File: src/design/lhm_fifo.sv
module lhm_fifo #(
    parameter int WIDTH = 8,
    parameter int DEPTH = 2
) (
    input  logic             clk,
    input  logic             rst_n,
    input  logic             wr_en,
    input  logic [WIDTH-1:0] wr_data,
    output logic             full,
    input  logic             rd_en,
    output logic [WIDTH-1:0] rd_data,
    output logic             empty
);

    localparam int PTR_W = $clog2(DEPTH);
    localparam int CNT_W = $clog2(DEPTH + 1);

    logic [WIDTH-1:0] slots_reg [DEPTH];
    logic [PTR_W-1:0] wr_ptr_reg, wr_ptr_next;
    logic [PTR_W-1:0] rd_ptr_reg, rd_ptr_next;
    logic [CNT_W-1:0] cnt_reg, cnt_next;
    logic             do_wr;
    logic             do_rd;

    assign full    = (cnt_reg == CNT_W'(DEPTH));
    assign empty   = (cnt_reg == '0);
    assign do_wr   = wr_en && !full;
    assign do_rd   = rd_en && !empty;
    assign rd_data = slots_reg[rd_ptr_reg];

    always_comb
    begin
        wr_ptr_next = wr_ptr_reg;
        rd_ptr_next = rd_ptr_reg;
        cnt_next    = cnt_reg;
        if (do_wr)
        begin
            wr_ptr_next = (wr_ptr_reg == PTR_W'(DEPTH - 1)) ? '0 : wr_ptr_reg + 1'b1;
        end
        if (do_rd)
        begin
            rd_ptr_next = (rd_ptr_reg == PTR_W'(DEPTH - 1)) ? '0 : rd_ptr_reg + 1'b1;
        end
        if (do_wr && !do_rd)
        begin
            cnt_next = cnt_reg + 1'b1;
        end
        else if (do_rd && !do_wr)
        begin
            cnt_next = cnt_reg - 1'b1;
        end
    end

    always_ff @(posedge clk or negedge rst_n)
    begin
        if (!rst_n)
        begin
            wr_ptr_reg <= '0;
            rd_ptr_reg <= '0;
            cnt_reg    <= '0;
        end
        else
        begin
            wr_ptr_reg <= wr_ptr_next;
            rd_ptr_reg <= rd_ptr_next;
            cnt_reg    <= cnt_next;
        end
    end

    always_ff @(posedge clk)
    begin
        if (do_wr)
        begin
            slots_reg[wr_ptr_reg] <= wr_data;
        end
    end

endmodule

File: config.mk
export PLATFORM = sky130hd
export DESIGN_NAME = lhm_fifo
export DESIGN_NICKNAME = d
export VERILOG_FILES = /design/src/design/lhm_fifo.sv
export SDC_FILE = /design/constraint.sdc
export NUM_CORES = 1
export LEC_CHECK = 0
export ABC_CLOCK_PERIOD_IN_PS = 1800
export BUFFER_PORTS_ARGS = -buffer_cell sky130_fd_sc_hd__buf_2
export CAP_MARGIN = 20
export CORE_ASPECT_RATIO = 0.9
export CORE_UTILIZATION = 45
export CTS_CLUSTER_DIAMETER = 50
export CTS_CLUSTER_SIZE = 30
export DETAILED_ROUTE_END_ITERATION = 8
export HOLD_SLACK_MARGIN = 0.06
export PLACE_DENSITY = 0.7
export RECOVER_POWER = 50
export SLEW_MARGIN = 20
export SYNTH_ARGS = -nofsm -noshare
export SYNTH_HDL_FRONTEND = slang
export SYNTH_SLANG_ARGS = --single-unit
File: constraint.sdc
create_clock -name clk -period 1.8 [get_ports clk]
set_input_delay 0.09 -clock clk [delete_from_list [all_inputs] [get_ports clk]]
set_output_delay 0.09 -clock clk [all_outputs]
set_load 0.005 [all_outputs]
==> qor.csv <==
stage,metric,value,unit
min_path,hold crit path type,input pin to flop,
logic_synthesis,"Distinct cells, synth",15,
clocking,H-tree lvl count,1,
sta,fin crit period,1.55,ns
clocking,CTS max path bufs,2,
final_layout,Non-Filler Instances,101,
grt,antenna violations before repair,0,
sta,Worst Max-Slew Pin Slew,0.394,ns
logic_synthesis,complex-gate fraction of the synthesized area,0.640,%
worst_setup_path,Worst path max stage delay,0.44,ns
logic_synthesis,largest family of logic cells by synthesized area,multiplexers,
detailed_routing,DRC,0,
detailed_routing,via count,464,
power_and_ir_drop,maximum vdd drop,0.00111,V
sta,hold_ws,0.121,ns
placed_design,RD Place Congestion,0.641,
worst_setup_path,slowest cell on the critical path,dfrtp_1,
placed_design,I/O Buffers,21,
sta,"Hold Vio Cnt, Final",0,
worst_setup_path,crit path cell chain,"nand2b_1, nand2_1, inv_1, ha_1, xor2_1, nor2_1, xor2_1",
worst_setup_path,WP data required,2.01,ns
placed_design,hpwl dp,796,um
die,Die W,45.9,um
worst_setup_path,worst-path fanout max,5,
sta,Slew Limit Fails,0,
grt,largest net degree at the start of global routing,13,
sta,clk_skew,0.000613,ns
final_layout,fraction of layout cells with a size suffix above 1,32.9,%
logic_synthesis,syn_nets,57,
clocking,clock tree root buffer cell,clkbuf_4,
logic_synthesis,mapped cell area,782,um^2
logic_synthesis,post-synthesis sequential area ratio,74.2,%
logic_synthesis,multiplexer area fraction after synthesis,11.5,%
die,die area,0.00191,mm^2
logic_synthesis,warnings from Yosys,0,
clocking,Sink Count,20,
power_and_ir_drop,Cell Pwr Density,1470,mW/mm^2
logic_synthesis,Avg Inst Size Synth,17.8,um^2
logic_synthesis,Post-Synth XOR/XNOR Area,6.56,%
die,Initial Utilization,51.1,%
final_layout,Synth-to-Final Area Change,35.2,%
clocking,clk_lat worst skew,0.28,ns
detailed_routing,Detailed Routing Iterations Pass 1,4,
sta,endpoints failing setup,0,
final_layout,# fillers,124,
worst_setup_path,CP top delay family,simple AND/OR/NAND/NOR gates,
grt,grt ovf,0,
logic_synthesis,#FFs+latches synth,20,
logic_synthesis,Synth Area in Adders,1.60,%
grt,Tot GR Track Use,15.1,%
sta,RSZ-0062 raised after global routing,no,
flow_run,Max-cap violations,0,
clocking,Worst-path clk slew,0.10,ns
detailed_routing,1st-iter DRT viols,5,
power_and_ir_drop,leakage,0.000437,uW
power_and_ir_drop,Final Power,1560,uW
grt,vias in the first global route,455,
die,die height,41.5,um
die,IO Count,22,
logic_synthesis,Post-Synth Simple-Gate Area,3.84,%
final_layout,Nets,93,
sta,Fin Setup TNS,0,ns
placed_design,Cells after DPL,88,
worst_setup_path,worst path buffer plus inverter count,1,
logic_synthesis,cell count after synthesis,44,
sta,Final period util,86.0,%
clocking,TritonCTS Buffers,3,
die,Core Footprint,0.00153,mm^2
grt,first-pass GRT wire length,1980,um
final_layout,diode count,0,
sta,fmax,646,MHz
worst_setup_path,Worst EP arrival,1.76,ns
detailed_routing,Routed wire per std cell,11.7,um
die,row count,13,
worst_setup_path,crit path launch type,flop,
final_layout,max reg flops,16,
worst_setup_path,CP endpoint kind,flop,
detailed_routing,Post-Route WL,1180,um
detailed_routing,vias per std cell,4.59,
worst_setup_path,critical path type,flop to flop,
final_layout,Final Util,69.1,%
detailed_routing,antenna-violating nets left,0,
worst_setup_path,cell mode on critical path,xor2_1,
sta,slew margin rel.,73.7,%
clocking,CTS tree,built,
run_status,status,"complete, no violations",
[where the power goes]
group	switching, uW	internal, uW	leakage [uW]
sequential	96.8	646	0.000195
clock	125	225	0.0000279
combinational	205	257	0.000214
[per-layer routing]
layer | GRT usage (%) | routed length (um) | vias up
met5 | 0 | 0 | -
met4 | 5.29 | 12 | 0
met3 | 5.22 | 29 | 2
met2 | 23.9 | 616 | 10
met1 | 18.7 | 524 | 224
li1 | - | - | 228
[per-stage QoR]
step           area [um^2]  setup WS, ns
3_3_place_gp           925         0.397
6_report              1060         0.253
4_1_cts               1070         0.281
2_1_floorplan          782         0.408
3_5_place_dp           925         0.307
5_1_grt               1060        0.0956
[cell usage in the layout (no fill, tap or decap), drive strengths merged]
master / count
dfrtp: 4
ha: 1
and3: 1
buf: 18
inv: 2
dlygate4sd3: 9
nand2: 1
o21ai: 1
edfxtp: 16
bufinv: 1
xor2: 2
xnor2: 3
nor2: 3
nand2b: 1
clkbuf: 8
mux2: 8
[area by class of cell]
class / instances / area, um^2 / area share, %
clock buffers: 3 / 22.5 / 2.13
clock inverters: 1 / 30.0 / 2.84
inverters: 2 / 7.51 / 0.710
multi-input cells: 21 / 186 / 17.6
flip-flops and latches: 20 / 581 / 54.9
well taps: 22 / 27.5 / 2.60
repair buffers: 32 / 203 / 19.2
[synthesized netlist by cell type (all sizes together)]
cell type   n  area share, %
inv         2           0.96
and3        1           0.80
nand2b      1           0.80
dfrtp       4             13
nand2       1           0.80
xor2        2            2.2
mux2        8             12
edfxtp     16             61
xnor2       3            4.3
buf         1           0.64
o21ai       1           0.64
ha          1            1.6
nor2        3            1.4
[worst register-to-register path: cells and delay by family, from the launching register on]
kind                       cells  cell delay (ns)
buffers and inverters          1             0.06
DFF                            1             0.44
and+or+nand+nor                3             0.46
adders and majority gates      1             0.19
xor gates and xnor gates       2             0.31
[cell families (layout without fill, tap and decap cells)]
family / count (synthesis) / after routing
simple gates: 6 / 6
compound gates: 1 / 1
flops: 20 / 20
mux: 8 / 8
xor+xnor: 5 / 5
fa+ha+maj: 1 / 1
buf+inv: 3 / 38
[path summary, 6_finish.rpt]
check / startpoint / endpoint / slack, ns / cells after the start
setup / recovery: cnt_reg[0] / cnt_reg[1] / 0.25 / 7
hold / removal: rd_en / rd_ptr_reg / 0.12 / 3
setup reg to reg: cnt_reg[0] / cnt_reg[1] / 0.25 / 7
hold reg to reg: wr_ptr_reg / wr_ptr_reg / 0.53 / 1
max in group asynchronous: rst_n / rd_ptr_reg / 1.44 / 2
min in group asynchronous: rst_n / cnt_reg[1] / 0.17 / 2
[what timing repair did]
item / in CTS / in global routing
buffers inserted: 0 / 0
endpoints found under the hold margin: 20 / 0
gates resized for setup: 0 / 0
hold buffers: 9 / 0
(Power assumes the default switching activity.)
