--- src/design/lhm_pkg.sv ---
package lhm_pkg;

    localparam int CFG_INDEX_W = 2;
    localparam int CFG_DATA_W  = 16;

    localparam logic [CFG_INDEX_W-1:0] CFG_TICK_INTERVAL = 2'd0;
    localparam logic [CFG_INDEX_W-1:0] CFG_COUNT_ENABLE  = 2'd1;

    localparam logic ACT_RESTORE = 1'b0;
    localparam logic ACT_SECONDS = 1'b1;

    localparam logic [31:0] COUNT_MAX         = 32'd3599999;
    localparam logic [31:0] COUNT_ERASED      = 32'hffffffff;
    localparam logic [15:0] TICK_INTERVAL_RST = 16'd10;
    localparam logic        COUNT_ENABLE_RST  = 1'b1;

    localparam logic [5:0] CHAR_ZERO  = 6'd48;
    localparam logic [5:0] CHAR_SPACE = 6'd32;

    localparam int MID_DEPTH_DEF = 4;
    localparam int OUT_DEPTH_DEF = 2;

    typedef struct packed {
        logic        action;
        logic [15:0] seconds_now;
        logic [31:0] restored_value;
    } in_item_t;

    typedef struct packed {
        logic        write_valid;
        logic [1:0]  byte_index;
        logic [7:0]  byte_data;
        logic        last_result;
        logic [31:0] lifetime_count;
        logic [5:0]  hour_thousands_char;
        logic [5:0]  hour_hundreds_char;
        logic [5:0]  hour_tens_char;
        logic [5:0]  hour_units_char;
        logic [5:0]  minute_tens_char;
        logic [5:0]  minute_units_char;
    } out_item_t;

    typedef struct packed {
        logic [31:0] count;
        logic [3:0]  wmask;
    } mid_entry_t;

endpackage

--- src/design/lhm_front.sv ---
module lhm_front (
    input  logic                                clk,
    input  logic                                rst_n,
    input  logic                                push,
    input  lhm_pkg::in_item_t                   sample,
    input  logic                                mid_full,
    output logic                                mid_push,
    output lhm_pkg::mid_entry_t                 mid_entry,
    input  logic                                cfg_valid,
    output logic                                cfg_ready,
    input  logic [lhm_pkg::CFG_INDEX_W-1:0]     cfg_index,
    input  logic [lhm_pkg::CFG_DATA_W-1:0]      cfg_data
);

    logic [31:0] count_reg, count_next;
    logic [15:0] last_tick_reg, last_tick_next;
    logic [15:0] tick_interval_reg, tick_interval_next;
    logic        count_enable_reg, count_enable_next;
    logic [15:0] elapsed;
    logic [3:0]  wmask;

    assign cfg_ready = 1'b1;
    assign mid_push  = push && !mid_full;
    assign elapsed   = sample.seconds_now - last_tick_reg;

    always_comb
    begin
        count_next     = count_reg;
        last_tick_next = last_tick_reg;
        wmask          = '0;
        if (sample.action == lhm_pkg::ACT_RESTORE)
        begin
            if (sample.restored_value == lhm_pkg::COUNT_ERASED)
            begin
                count_next = '0;
                wmask      = '1;
            end
            else
            begin
                count_next = sample.restored_value;
            end
        end
        else if (count_enable_reg && (elapsed >= tick_interval_reg))
        begin
            count_next = (count_reg >= lhm_pkg::COUNT_MAX - 32'd1) ?
                         lhm_pkg::COUNT_MAX : count_reg + 32'd1;
            last_tick_next = sample.seconds_now;
            for (int b = 0; b < 4; b++)
            begin
                wmask[b] = (count_reg[8*b +: 8] != count_next[8*b +: 8]);
            end
        end
    end

    assign mid_entry.count = count_next;
    assign mid_entry.wmask = wmask;

    always_comb
    begin
        tick_interval_next = tick_interval_reg;
        count_enable_next  = count_enable_reg;
        if (cfg_valid)
        begin
            case (cfg_index)
                lhm_pkg::CFG_TICK_INTERVAL: tick_interval_next = cfg_data;
                lhm_pkg::CFG_COUNT_ENABLE:  count_enable_next  = cfg_data[0];
                default: ;
            endcase
        end
    end

    always_ff @(posedge clk or negedge rst_n)
    begin
        if (!rst_n)
        begin
            count_reg         <= '0;
            last_tick_reg     <= '0;
            tick_interval_reg <= lhm_pkg::TICK_INTERVAL_RST;
            count_enable_reg  <= lhm_pkg::COUNT_ENABLE_RST;
        end
        else
        begin
            tick_interval_reg <= tick_interval_next;
            count_enable_reg  <= count_enable_next;
            if (mid_push)
            begin
                count_reg     <= count_next;
                last_tick_reg <= last_tick_next;
            end
        end
    end

endmodule

--- config.mk ---
export PLATFORM = sky130hd
export DESIGN_NAME = lhm_front
export DESIGN_NICKNAME = d
export VERILOG_FILES = /design/src/design/lhm_pkg.sv /design/src/design/lhm_front.sv
export SDC_FILE = /design/constraint.sdc
export NUM_CORES = 1
export LEC_CHECK = 0
export ABC_CLOCK_PERIOD_IN_PS = 6400
export BUFFER_PORTS_ARGS = -buffer_cell sky130_fd_sc_hd__buf_4
export CORE_UTILIZATION = 56
export CTS_CLUSTER_DIAMETER = 120
export DETAILED_ROUTE_END_ITERATION = 10
export PLACE_DENSITY = 0.83
export SYNTH_ARGS = -nofsm -noshare
export SYNTH_HDL_FRONTEND = slang
export SYNTH_SLANG_ARGS = --single-unit
--- constraint.sdc ---
create_clock -name clk -period 6.4 [get_ports clk]
set_clock_uncertainty 0.05 [all_clocks]
set_input_delay 0.96 -clock clk [delete_from_list [all_inputs] [get_ports clk]]
set_output_delay 0.96 -clock clk [all_outputs]
set_load 0.005 [all_outputs]
==> reports/results.txt, run 1 <==
Counting tap cells, the placed design contains a total of 872 instances. The number of hold buffers added after CTS was 0. The logs give 0.576 for the initial cell density of the core and 0 for the antenna violation net count after detailed routing. After global routing the overflow that remains totals 0. The number of global-route vias before repair was 5394; the buffering stage count on the worst path with inverters included was 4. The overall die area was 0.00989 mm². Relative to the synthesized area, the layout overhead comes to 20.6%. The tools report the critical path startpoint category as an input port. The later pin in the worst-skew pair is clocked with a latency of 0.36 ns.

0 antenna diodes ended up in the layout. Across the VDD grid, the largest voltage drop is 0.348 mV. The floorplan has 35 rows.

After synthesis the cells add up to 0.00532 mm². The cell count after synthesis came out at 663. At the pin with the least slew margin, the transition time is 1.17 ns. The proportion of layout cells with a drive suffix above 1 came out at 0.216.

Number of synthesized flops with an enable pin: 0. The cell type with the highest occurrence count on the critical path is sky130_fd_sc_hd__buf_4. Setup violations remaining at the end of the flow were counted as 0. The endpoint class of the critical path was a primary output.

The logs give 9 for the number of buffers inserted during clock tree synthesis and 0 for the number of warnings printed during yosys synthesis. The HPWL after detailed placement is 11600 µm. For the overall routing resource usage, the log shows 0.328. The global placement routability congestion was 0.966. The clock sink count came out at 65. Traced cell by cell, the critical path runs through buf_4 -> inv_1 -> ha_1 -> fa_1 -> nor2b_1 -> o31a_1 -> o2111ai_1 -> a21oi_1 -> o41ai_2 -> nand3_1 -> o311ai_0 -> ha_1 -> and4_1 -> o21ai_0 -> o21ai_1 -> buf_4 -> nand3_1 -> o21ai_0 -> buf_4. The mean number of vias per cell was 6.38; the data required time of the critical path was 5.39 ns. Counting every net in the synthesized netlist gives 769. The overall die height is 99.5 µm. For this run, the number of standard cells in the final layout without fillers is 888. Counting instances in the post-synthesis netlist gives the leading cell types as 81 x sky130_fd_sc_hd__nand2_1, 62 x sky130_fd_sc_hd__dfrtp_1, 49 x sky130_fd_sc_hd__a21oi_1, 45 x sky130_fd_sc_hd__o21ai_0, 43 x sky130_fd_sc_hd__inv_1.

The first global-routing pass estimated 25700 µm of wire. The top-level port count is 110. The stage delay of the slowest cell on the critical path works out to 0.43 ns. The share of flip-flops with an asynchronous set or reset after synthesis was 1.00; the leakage power was 2.81 nW. Setup repair after global routing left no endpoint under its margin. The remaining max-slew budget at the tightest pin came out at 0.217. TritonCTS built the clock tree. The initial antenna violation count is 0, and the minimum period implied by the final worst setup slack is 6.09 ns.

The cell taking the most area after synthesis was sky130_fd_sc_hd__dfrtp_1. Entering global routing, the biggest net connects 66 pins. Sequential share of the synthesized area: 0.307. The region available for standard cell placement spans 0.00924 mm². The count of buffers inserted at the top-level ports is 108, and the fraction of post-synthesis cell area in the top cell type by area is 0.292. The slowest stage of the critical path is the sky130_fd_sc_hd__fa_1 cell. The synthesized area per cell is 8.02 µm². The max-slew violation count came out at 0.

In this run, synthesis produced a sequential element count of 65. Leading cell type by number of instances after synthesis: sky130_fd_sc_hd__nand2_1. Derived from the worst setup path, the maximum achievable clock frequency is 0.164 GHz.

The first detailed-routing pass ran for 5 iterations. In this run, distinct cell masters in the synthesized netlist total 75. The tightest min-delay check is of the reg -> reg type. The run gives 5662 as the via count. Setup total negative slack on the finished layout was measured at 0 ns.

The H-tree depth reported by CTS was 3; the worst path arrival time was 5.08 ns. The flow ran to the end, and the final reports show no timing, DRC or antenna violations. The number of flip-flops in the largest register works out to 32.

Dividing the detail-routed wire length by the instance count gives 18.0 µm. In this run the post-CTS setup repair buffer count came out at 0. The critical path class was in -> out.

Ranked by total cell area, the synthesized netlist is headed by sky130_fd_sc_hd__dfrtp_1 29%, sky130_fd_sc_hd__ha_1 7.8%, sky130_fd_sc_hd__nand2_1 5.7%. Summed over all layers, the routed wires come to 16000 µm. At the end of the flow, the number of nets in the layout was 860.

The most common flop cell mapped by yosys is sky130_fd_sc_hd__dfrtp_1. The tools report the buffer type at the clock tree root as sky130_fd_sc_hd__clkbuf_8. Along the worst path, the maximum fanout reaches 17.

The tools report the maximum number of buffers from clock root to sink as 2. Dividing total power by cell area gives a power density of 427 mW/mm². The number of endpoints with negative hold slack in the final report is 0, and the post-cts repair resize count is 0. Clock-pin slew was measured on the worst setup and hold paths at 0.08 ns. After detailed routing, the number of remaining DRC violations is 0. The floorplan step set the die width to 99.5 µm. In this design, the largest share of critical-path delay is due to compound AO/OA/AOI/OAI gates.

The detailed router finished its first iteration with 383 violations. The tool flagged a number of max-cap violations equal to 0. The final critical-path share of the clock period was 0.952.
==> layout make-up <==
class | count | area (µm²)
multi-input cells | 520 | 3400
repair buffers | 113 | 848
flip-flops and latches | 65 | 1630
fillers | 755 | 2820
well taps | 129 | 161
clock buffers | 10 | 138
clock inverters | 6 | 66.3
inverters | 45 | 169
==> power breakdown <==
group          internal (mW)  switching [mW]  total [mW]
Clock                  0.191           0.190       0.382
Sequential             0.541           0.156       0.697
Combinational          0.708           0.954        1.66
Total                   1.44            1.30        2.74
==> final timing paths <==
| path | startpoint | end | slack [ns] | depth (start not counted) |
|---|---|---|---|---|
| min in group asynchronous | rst_n | count_reg[11] | 0.62 | 1 |
| setup / recovery | sample[32] | mid_entry[0] | 0.31 | 19 |
| hold / removal | last_tick_reg[14] | last_tick_reg[14] | 0.44 | 1 |
| hold reg to reg | last_tick_reg[14] | last_tick_reg[14] | 0.44 | 1 |
| max in group asynchronous | rst_n | count_reg[16] | 5.04 | 1 |
| setup reg to reg | last_tick_reg[0] | last_tick_reg[3] | 1.73 | 16 |
==> routing by layer <==
layer  share of wire  GRT usage  vias to the layer above
li1                -          -                     2626
met1            0.41      0.421                     2677
met4           0.033      0.144                        0
met2            0.48      0.546                      307
met5               0          0                        -
met3           0.080     0.0555                       52
==> cells in the final DEF (no fill, tap or decap), types with 3 or more instances in the layout <==
cell type and count:
sky130_fd_sc_hd__nor3_1 14, sky130_fd_sc_hd__nand3b_1 3, sky130_fd_sc_hd__o21ai_1 30, sky130_fd_sc_hd__nand3_2 3
sky130_fd_sc_hd__and3_1 11, sky130_fd_sc_hd__ha_1 33, sky130_fd_sc_hd__dfrtp_1 62, sky130_fd_sc_hd__dfstp_2 3
sky130_fd_sc_hd__a21oi_1 48, sky130_fd_sc_hd__and4_1 5, sky130_fd_sc_hd__a21boi_1 3, sky130_fd_sc_hd__clkbuf_8 10
sky130_fd_sc_hd__a31oi_1 15, sky130_fd_sc_hd__xor2_1 4, sky130_fd_sc_hd__o21ai_0 44, sky130_fd_sc_hd__nand2_1 81
sky130_fd_sc_hd__mux2_2 10, sky130_fd_sc_hd__o21a_1 6, sky130_fd_sc_hd__o311ai_1 4, sky130_fd_sc_hd__or3_1 3
sky130_fd_sc_hd__a211oi_1 3, sky130_fd_sc_hd__o31ai_1 3, sky130_fd_sc_hd__nand3_1 26, sky130_fd_sc_hd__a21o_1 5
sky130_fd_sc_hd__nand4_1 23, sky130_fd_sc_hd__a32o_1 4, sky130_fd_sc_hd__o211ai_1 5, sky130_fd_sc_hd__mux2_1 9
sky130_fd_sc_hd__a22oi_1 3, sky130_fd_sc_hd__buf_4 113, sky130_fd_sc_hd__nand2b_1 9, sky130_fd_sc_hd__and2_1 6
sky130_fd_sc_hd__o31a_1 3, sky130_fd_sc_hd__a211o_1 3, sky130_fd_sc_hd__inv_1 43, sky130_fd_sc_hd__clkinvlp_4 3
sky130_fd_sc_hd__nor2_1 38, sky130_fd_sc_hd__a221oi_1 5, sky130_fd_sc_hd__nor4_1 3, sky130_fd_sc_hd__xnor2_1 9
==> cells by family after synthesis <==
| kind of cell | count (synthesis) | share of synthesized area |
|---|---|---|
| fa+ha+maj | 34 | 0.0814 |
| simple gates | 236 | 0.227 |
| flops | 65 | 0.307 |
| compound gates | 216 | 0.261 |
| mux | 20 | 0.0421 |
| buf+inv | 78 | 0.0593 |
| other cells | 1 | 0.000705 |
| xor+xnor | 13 | 0.0214 |
==> stage by stage <==
stage                     cell area [µm²]  hold slack [ns]  power [mW]  utilization  setup slack, ns
final                                6420            0.445        2.74        0.694            0.309
after global placement               6200            0.425        2.24        0.671            0.467
after CTS                            6400            0.450        2.69        0.693            0.364
after floorplan                      5320            0.414        1.83            -             1.12
after detailed placement             6200            0.432        2.31        0.671            0.368
after global routing                 6420            0.466        2.95        0.694           0.0191
Note: power is estimated with default switching activity, not from simulation.
==> inputs of run 2 (changes only) <==
--- a/config.mk
+++ b/config.mk
@@ -7,10 +7,10 @@
 export LEC_CHECK = 0
 export ABC_CLOCK_PERIOD_IN_PS = 6400
 export BUFFER_PORTS_ARGS = -buffer_cell sky130_fd_sc_hd__buf_4
-export CORE_UTILIZATION = 56
+export CORE_UTILIZATION = 45
 export CTS_CLUSTER_DIAMETER = 120
 export DETAILED_ROUTE_END_ITERATION = 10
-export PLACE_DENSITY = 0.83
+export PLACE_DENSITY = 0.7
 export SYNTH_ARGS = -nofsm -noshare
 export SYNTH_HDL_FRONTEND = slang
 export SYNTH_SLANG_ARGS = --single-unit
==> run 2 against run 1 <==
Via count down 2.1%. Worst hold slack worse by 0.0048 ns. Maximum frequency up 0.93%. Register-to-register slack got worse by 0.16 ns. Clock power grew 36%. Wire length rose by 3.9%. Non-clock buffer count is 5 higher. Utilization is 12 points lower. Final cell count rose by 2.1%. Combinational power hardly changed. Global-route usage shrank 4.7 points. Sequential share of layout area fell by 0.59 points. Critical endpoint is now mid_entry[3]. Largest cell class unchanged. Largest power group unchanged.
==> reports/results.txt, run 2 (synthesis results as in run 1) <==
For the overall die area, the log shows 0.0123 mm². Setup total negative slack on the finished layout was measured at 0 ns. For hold timing, the worst endpoint is last_tick_reg[11]. Static timing analysis puts the maximum clock frequency at 0.166 GHz. Endpoint class of the critical path: a primary output. For this run, the detailed router's first-pass iteration total came to 5. The peak fanout along the critical path works out to 9. The core region is 0.0115 mm². The clock network fraction of design power was 0.179; the final routed wirelength across all metal layers was 16600 µm.

The critical path in this run is classified as in -> out. The count of cells along the worst hold path came out at 1. Leaving out fill and tap cells, the most frequent cell in the layout is sky130_fd_sc_hd__buf_4. Measured in cells, the most critical reg-to-reg path has a length of 15. For the worst ir drop on vdd, the log shows 0.225 mV.

The top cell types in the final layout, fill and taps aside, are 118 x sky130_fd_sc_hd__buf_4, 81 x sky130_fd_sc_hd__nand2_1, 62 x sky130_fd_sc_hd__dfrtp_1, 48 x sky130_fd_sc_hd__a21oi_1, 44 x sky130_fd_sc_hd__o21ai_0. Once detail routing completed, the nets flagged for antenna violations numbered 0. The tools report the total number of placement rows as 39.

The worst path in the final design needs a cycle of 6.04 ns, including I/O delays and setup. The path class of the tightest hold or removal check is reg -> reg. The congestion estimate from routability-driven global placement came to 0.966.

Part of the power in combinational logic: 0.581. Setup repair after global routing left no endpoint under its margin. The post-detailed-placement half-perimeter wirelength is 12300 µm, and the number of global-route vias before repair is 5382. In this run the critical register-to-register path is launched from last_tick_reg[2].

The transition at the pin with the smallest max-transition slack was 0.889 ns; the worst hold slack was 0.440 ns. The overall routing resource usage came out at 0.282. The startpoint identified for the worst hold timing path is last_tick_reg[11].

Setup violations remaining at the end of the flow were counted as 0. For the initial cell density of the core, the log shows 0.464. The floorplan step set the die width to 111 µm. The tools report the worst path arrival time as 5.03 ns. The logs give 65 for the clock sink count and 1.57 ns for the reg2reg setup slack. For this design the total switching power over the nets is 1.31 mW.

The data required time of the critical path was 5.39 ns. The maximum number of buffers from clock root to sink is 2, and the overall die height is 111 µm. The power consumption was 2.91 mW; the number of endpoints with negative hold slack in the final report was 0. In this run, CTS created clock tree buffers numbering 9.

The H-tree depth reported by CTS is 3, and the leakage power is 2.89 nW. The register with the most flip-flops in the layout has 32 of them. Internal power comes to 1.60 mW. Global routing finished with a remaining overflow of 0. The hold-fix buffer count after cts was 0.

In the routed design, unresolved DRC markers number 0. The final critical-path share of the clock period came out at 0.943. For the pin count of the biggest net entering global routing, the log shows 66. After detailed routing, the average wire length per cell comes to 18.4 µm. The final layout contains 865 nets. The areal power density over the cells came out at 443 mW/mm². The endpoint identified for the worst register-to-register timing path is last_tick_reg[2].

The clock reaches the later pin of the worst-skew pair after 0.35 ns. The mean number of vias per cell came out at 6.11. The setup slack of the critical path after layout came out at 0.365 ns. Across the run, the number of max-cap violations was 0. TritonCTS built the clock tree.

The critical path startpoint category is an input port. The count of buffers inserted at the top-level ports is 108. The area added between synthesis and finish was 23.5%; the part of the total power dissipated in sequential elements was 0.240. The max-slew violation count is 0, and the clock edge transition at the registers on the reported setup and hold paths is 0.05 ns. The final antenna diode count is 0. The flow ran to the end, and the final reports show no timing, DRC or antenna violations.

The worst slack at placement was 0.335 ns; the top-level port count was 110. Initial antenna violation count: 0. The fraction of power spent switching nets is 0.450, and the remaining max-slew budget at the tightest pin is 0.408.

The first global-routing pass estimated 27600 µm of wire. Detailed routing inserted a total of 5543 vias. Proportion of layout cells with a drive suffix above 1: 0.219. The violation count after the first detailed-routing iteration was 469. The buffer type at the clock tree root is sky130_fd_sc_hd__clkbuf_16.
[run 2: cell types whose count changed in the layout (fill, tap and decap cells not counted)]
cell	previous run	this run
sky130_fd_sc_hd__clkbuf_16	0	9
sky130_fd_sc_hd__clkbuf_8	10	2
sky130_fd_sc_hd__buf_4	113	118
sky130_fd_sc_hd__clkinvlp_4	3	1
sky130_fd_sc_hd__clkbuf_1	0	1
sky130_fd_sc_hd__clkinv_4	0	1
sky130_fd_sc_hd__inv_6	1	0
sky130_fd_sc_hd__nor2_2	0	1
sky130_fd_sc_hd__nor2_4	1	0
sky130_fd_sc_hd__o21a_1	6	7
sky130_fd_sc_hd__o21a_2	1	0
[run 2: worst max path at each step]
stage	start	endpoint	depth (start not counted)
finish	sample[32]	mid_entry[3]	19
global route	sample[38]	mid_entry[18]	18
CTS	sample[34]	mid_entry[18]	17
detailed placement	sample[34]	mid_entry[18]	17
global placement	sample[34]	mid_entry[18]	17
floorplan	sample[34]	mid_entry[14]	15
[run 2: power groups by stage]
stage,sequential (mW),combinational (mW),clock (mW)
2_1_floorplan,0.634,1.19,0
3_3_place_gp,0.692,1.61,0
3_5_place_dp,0.699,1.66,0
4_1_cts,0.692,1.68,0.527
5_1_grt,0.718,1.88,0.546
6_report,0.698,1.69,0.521
[run 2: routing by layer]
layer	vias up	part of all wire	global-route usage
met2	248	0.47	0.464
met5	-	0	0
met1	2626	0.42	0.364
met3	36	0.072	0.0394
met4	0	0.035	0.135
li1	2633	-	-
[run 2: stage by stage]
| stage | area (µm²) | util | cells |
|---|---|---|---|
| after floorplan | 5320 | - | 663 |
| after global placement | 6250 | 0.545 | 891 |
| after global routing | 6570 | 0.573 | 907 |
| final | 6570 | 0.573 | 907 |
| after detailed placement | 6250 | 0.545 | 891 |
| after CTS | 6560 | 0.572 | 907 |
[run 2: worst max-delay path, stage by stage]
cell and delay, ns:
sky130_fd_sc_hd__buf_4 0.08, sky130_fd_sc_hd__inv_1 0.03, sky130_fd_sc_hd__ha_1 0.20, sky130_fd_sc_hd__fa_1 0.41
sky130_fd_sc_hd__nor2b_1 0.17, sky130_fd_sc_hd__o31a_1 0.20, sky130_fd_sc_hd__o2111ai_1 0.16, sky130_fd_sc_hd__a21oi_1 0.33
sky130_fd_sc_hd__o41ai_2 0.16, sky130_fd_sc_hd__nand3_1 0.10, sky130_fd_sc_hd__o311ai_0 0.13, sky130_fd_sc_hd__ha_1 0.32
sky130_fd_sc_hd__and4_1 0.19, sky130_fd_sc_hd__o21ai_0 0.13, sky130_fd_sc_hd__o21ai_1 0.45, sky130_fd_sc_hd__buf_4 0.26
sky130_fd_sc_hd__nand3_1 0.26, sky130_fd_sc_hd__o21ai_0 0.31, sky130_fd_sc_hd__buf_4 0.15
[run 2: what timing repair did]
| item | 4_1_cts | 5_1_grt |
|---|---|---|
| hold endpoints to repair | 0 | 0 |
| buffers inserted | 0 | 0 |
| setup endpoints to repair | 0 | 4 |
| gates resized for setup | 0 | 1 |
[run 2: final cells by class]
cell class                      count  area [µm²]
Clock buffer                       12         256
Clock inverter                      4        51.3
Fill cell                        1070        4900
Inverter                           45         169
Multi-Input combinational cell    520        3400
Sequential cell                    65        1630
Tap cell                          143         179
Timing Repair Buffer              118         886
==> inputs of run 3 (changes only) <==
--- a/config.mk
+++ b/config.mk
@@ -5,7 +5,7 @@
 export SDC_FILE = /design/constraint.sdc
 export NUM_CORES = 1
 export LEC_CHECK = 0
-export ABC_CLOCK_PERIOD_IN_PS = 6400
+export ABC_CLOCK_PERIOD_IN_PS = 6730
 export BUFFER_PORTS_ARGS = -buffer_cell sky130_fd_sc_hd__buf_4
 export CORE_UTILIZATION = 45
 export CTS_CLUSTER_DIAMETER = 120
==> constraint.sdc (replaced) <==
create_clock -name clk -period 6.73 [get_ports clk]
set_clock_uncertainty 0.05 [all_clocks]
set_input_delay 1.0095 -clock clk [delete_from_list [all_inputs] [get_ports clk]]
set_output_delay 1.0095 -clock clk [all_outputs]
set_load 0.005 [all_outputs]
==> run 3 against run 2 <==
Worst setup slack gained 0.12 ns. Clock power shrank 15%. Global-route usage shrank 1.2 points. Register-to-register slack gained 0.17 ns. Utilization shrank 0.61 points. Via count shrank 0.25%. Final area shrank 1.1%. Clock-buffer cell count shrank 1. Combinational power shrank 7%. Worst hold slack is essentially flat. Sequential share of layout area grew 0.27 points. Critical path type unchanged.
==> reports/results.txt, run 3 (synthesis results as in run 1) <==
The critical path class was in -> out. The final antenna diode count is 0. Relative to the synthesized area, the layout overhead comes to 22.2%. The tools report the overall die area as 0.0123 mm².

The first detailed-routing pass took 5 iterations. The global placement routability congestion is 0.956, and the number of global-route vias before repair is 5178. The run gives 5529 as the via count.

For the post-detailed-placement half-perimeter wirelength, the log shows 11900 µm. The tools report the initial cell density of the core as 0.464. Setup repair after global routing left no endpoint under its margin. The total setup violations reported at the end of the flow was 0. The initial antenna violation count is 0, and the post-cts repair resize count is 0. Derived from the worst setup path, the maximum achievable clock frequency is 0.160 GHz. For the DRC violation count after routing, the log shows 0. The endpoint class of the critical path is a primary output. The proportion of layout cells with a drive suffix above 1 is 0.213. The run gives 0 as the antenna violation net count after detailed routing. The peak fanout along the critical path came out at 9.

Clock tree synthesis selected as its root buffer the cell sky130_fd_sc_hd__clkbuf_16. Summed over all layers, the global routing overflow is 0. The total number of placement rows is 39, and the minimum period implied by the final worst setup slack is 6.24 ns. The count of maximum capacitance violations is 0, and the data required time of the critical path is 5.67 ns. After the first detailed-routing iteration, the DRC count stood at 430. The max-slew violation count is 0, and the overall routing resource usage is 0.270. The most numerous cell type found on the critical path is sky130_fd_sc_hd__buf_4. The final critical-path share of the clock period was 0.928; the post-CTS setup buffer count was 0. The flow ran to the end, and the final reports show no timing, DRC or antenna violations. Wire length per cell: 18.0 µm. Leaving out fill and tap cells, the most frequent cells in the layout are 114 x sky130_fd_sc_hd__buf_4, 81 x sky130_fd_sc_hd__nand2_1, 62 x sky130_fd_sc_hd__dfrtp_1, 48 x sky130_fd_sc_hd__a21oi_1, 44 x sky130_fd_sc_hd__o21ai_0. The run gives 65 as the clock sink count.

During I/O placement, the number of pins put on the boundary was 110. The number of hold buffers added after CTS was 0. The tools report the leakage power as 2.84 nW. From left edge to right edge, the die measures 111 µm. The buffering stage count on the worst path with inverters included came out at 3. The logs give 0.204 mV for the worst ir drop on vdd and 3 for the H-tree depth reported by CTS.

TritonCTS built the clock tree. The library cell used most frequently in the layout, excluding fill and tap cells, is sky130_fd_sc_hd__buf_4. At the later pin of the worst-skew pair, clock insertion delay measures 0.35 ns. Broken down by cell family, the worst path's largest delay share belongs to compound AO/OA/AOI/OAI gates. The final routed wirelength across all metal layers came out at 16300 µm.

At the pin with the least slew margin, the transition time is 1.21 ns. The master of the slowest instance on the critical path was sky130_fd_sc_hd__o41ai_1. Data arrives at the worst endpoint at 5.18 ns.

After clock tree synthesis, the clock-pin slew on the worst setup and hold paths is 0.05 ns. The critical path goes through buf_4 -> ha_1 -> nor2b_1 -> o31a_1 -> o2111ai_1 -> a21oi_1 -> o41ai_1 -> o311ai_0 -> ha_1 -> and4_1 -> o21ai_0 -> o21ai_1 -> buf_4 -> nand3_1 -> o21ai_0 -> buf_4. Hold is met by 0.440 ns.

The core region is 0.0115 mm². The areal power density over the cells was 413 mW/mm². The filler cells instantiated in the layout total 1047. The number of nets in the layout came out at 861. The stage delay of the slowest cell on the critical path was 0.53 ns; the setup TNS was 0 ns. The register with the most flip-flops in the layout has 32 of them. Overall die height: 111 µm. The remaining max-slew budget at the tightest pin came out at 0.191.

Entering global routing, the biggest net connects 66 pins. The run gives 26300 µm as the global-route wire length before repair. The number of endpoints with negative hold slack in the final report was 0; the count of buffers inserted at the top-level ports was 108.

In this run the deepest clock path goes through 2 buffers. The number of clock buffers added by TritonCTS is 9. Using the TritonRoute via totals, the vias-per-cell ratio works out to 6.12.

STA classifies the critical path startpoint as an input port. The class of the tightest hold or removal check is reg -> reg.
run 3: final timing paths:
path	from	slack, ns	depth (start not counted)	to
max in group asynchronous	rst_n	5.31	1	last_tick_reg[2]
worst max-delay path	sample[34]	0.49	16	mid_entry[3]
worst min-delay path	last_tick_reg[2]	0.44	1	last_tick_reg[2]
worst max register to register	last_tick_reg[2]	1.74	15	last_tick_reg[13]
worst min register to register	last_tick_reg[2]	0.44	1	last_tick_reg[2]
min in group asynchronous	rst_n	0.72	1	count_reg[10]
run 3: where the power goes:
part	internal [mW]	switching, mW
logic	0.679	0.904
registers	0.516	0.143
clock network	0.258	0.186
total	1.45	1.23
run 3: per-layer routing:
layer,global-route usage,part of all wire,vias up
li1,-,-,2630
met1,0.346,0.41,2585
met2,0.444,0.48,274
met3,0.0432,0.079,40
met4,0.125,0.029,0
met5,0,0,-
run 3: layout make-up:
class / instances / area (µm²) / area share
Multi-Input combinational cell: 520 / 3390 / 0.522
Clock buffer: 11 / 243 / 0.0374
Sequential cell: 65 / 1630 / 0.251
Timing Repair Buffer: 114 / 856 / 0.132
Tap cell: 143 / 179 / 0.0275
Clock inverter: 5 / 32.5 / 0.00501
Inverter: 45 / 169 / 0.0260
run 3: metrics by stage:
step	cell area [µm²]	instances	setup WS, ns	power, mW	utilization
5_1_grt	6500	903	0.218	2.90	0.567
3_5_place_dp	6220	887	0.564	2.23	0.543
6_report	6500	903	0.486	2.69	0.567
4_1_cts	6500	903	0.550	2.69	0.567
2_1_floorplan	5320	663	1.36	1.74	-
3_3_place_gp	6220	887	0.612	2.18	0.543
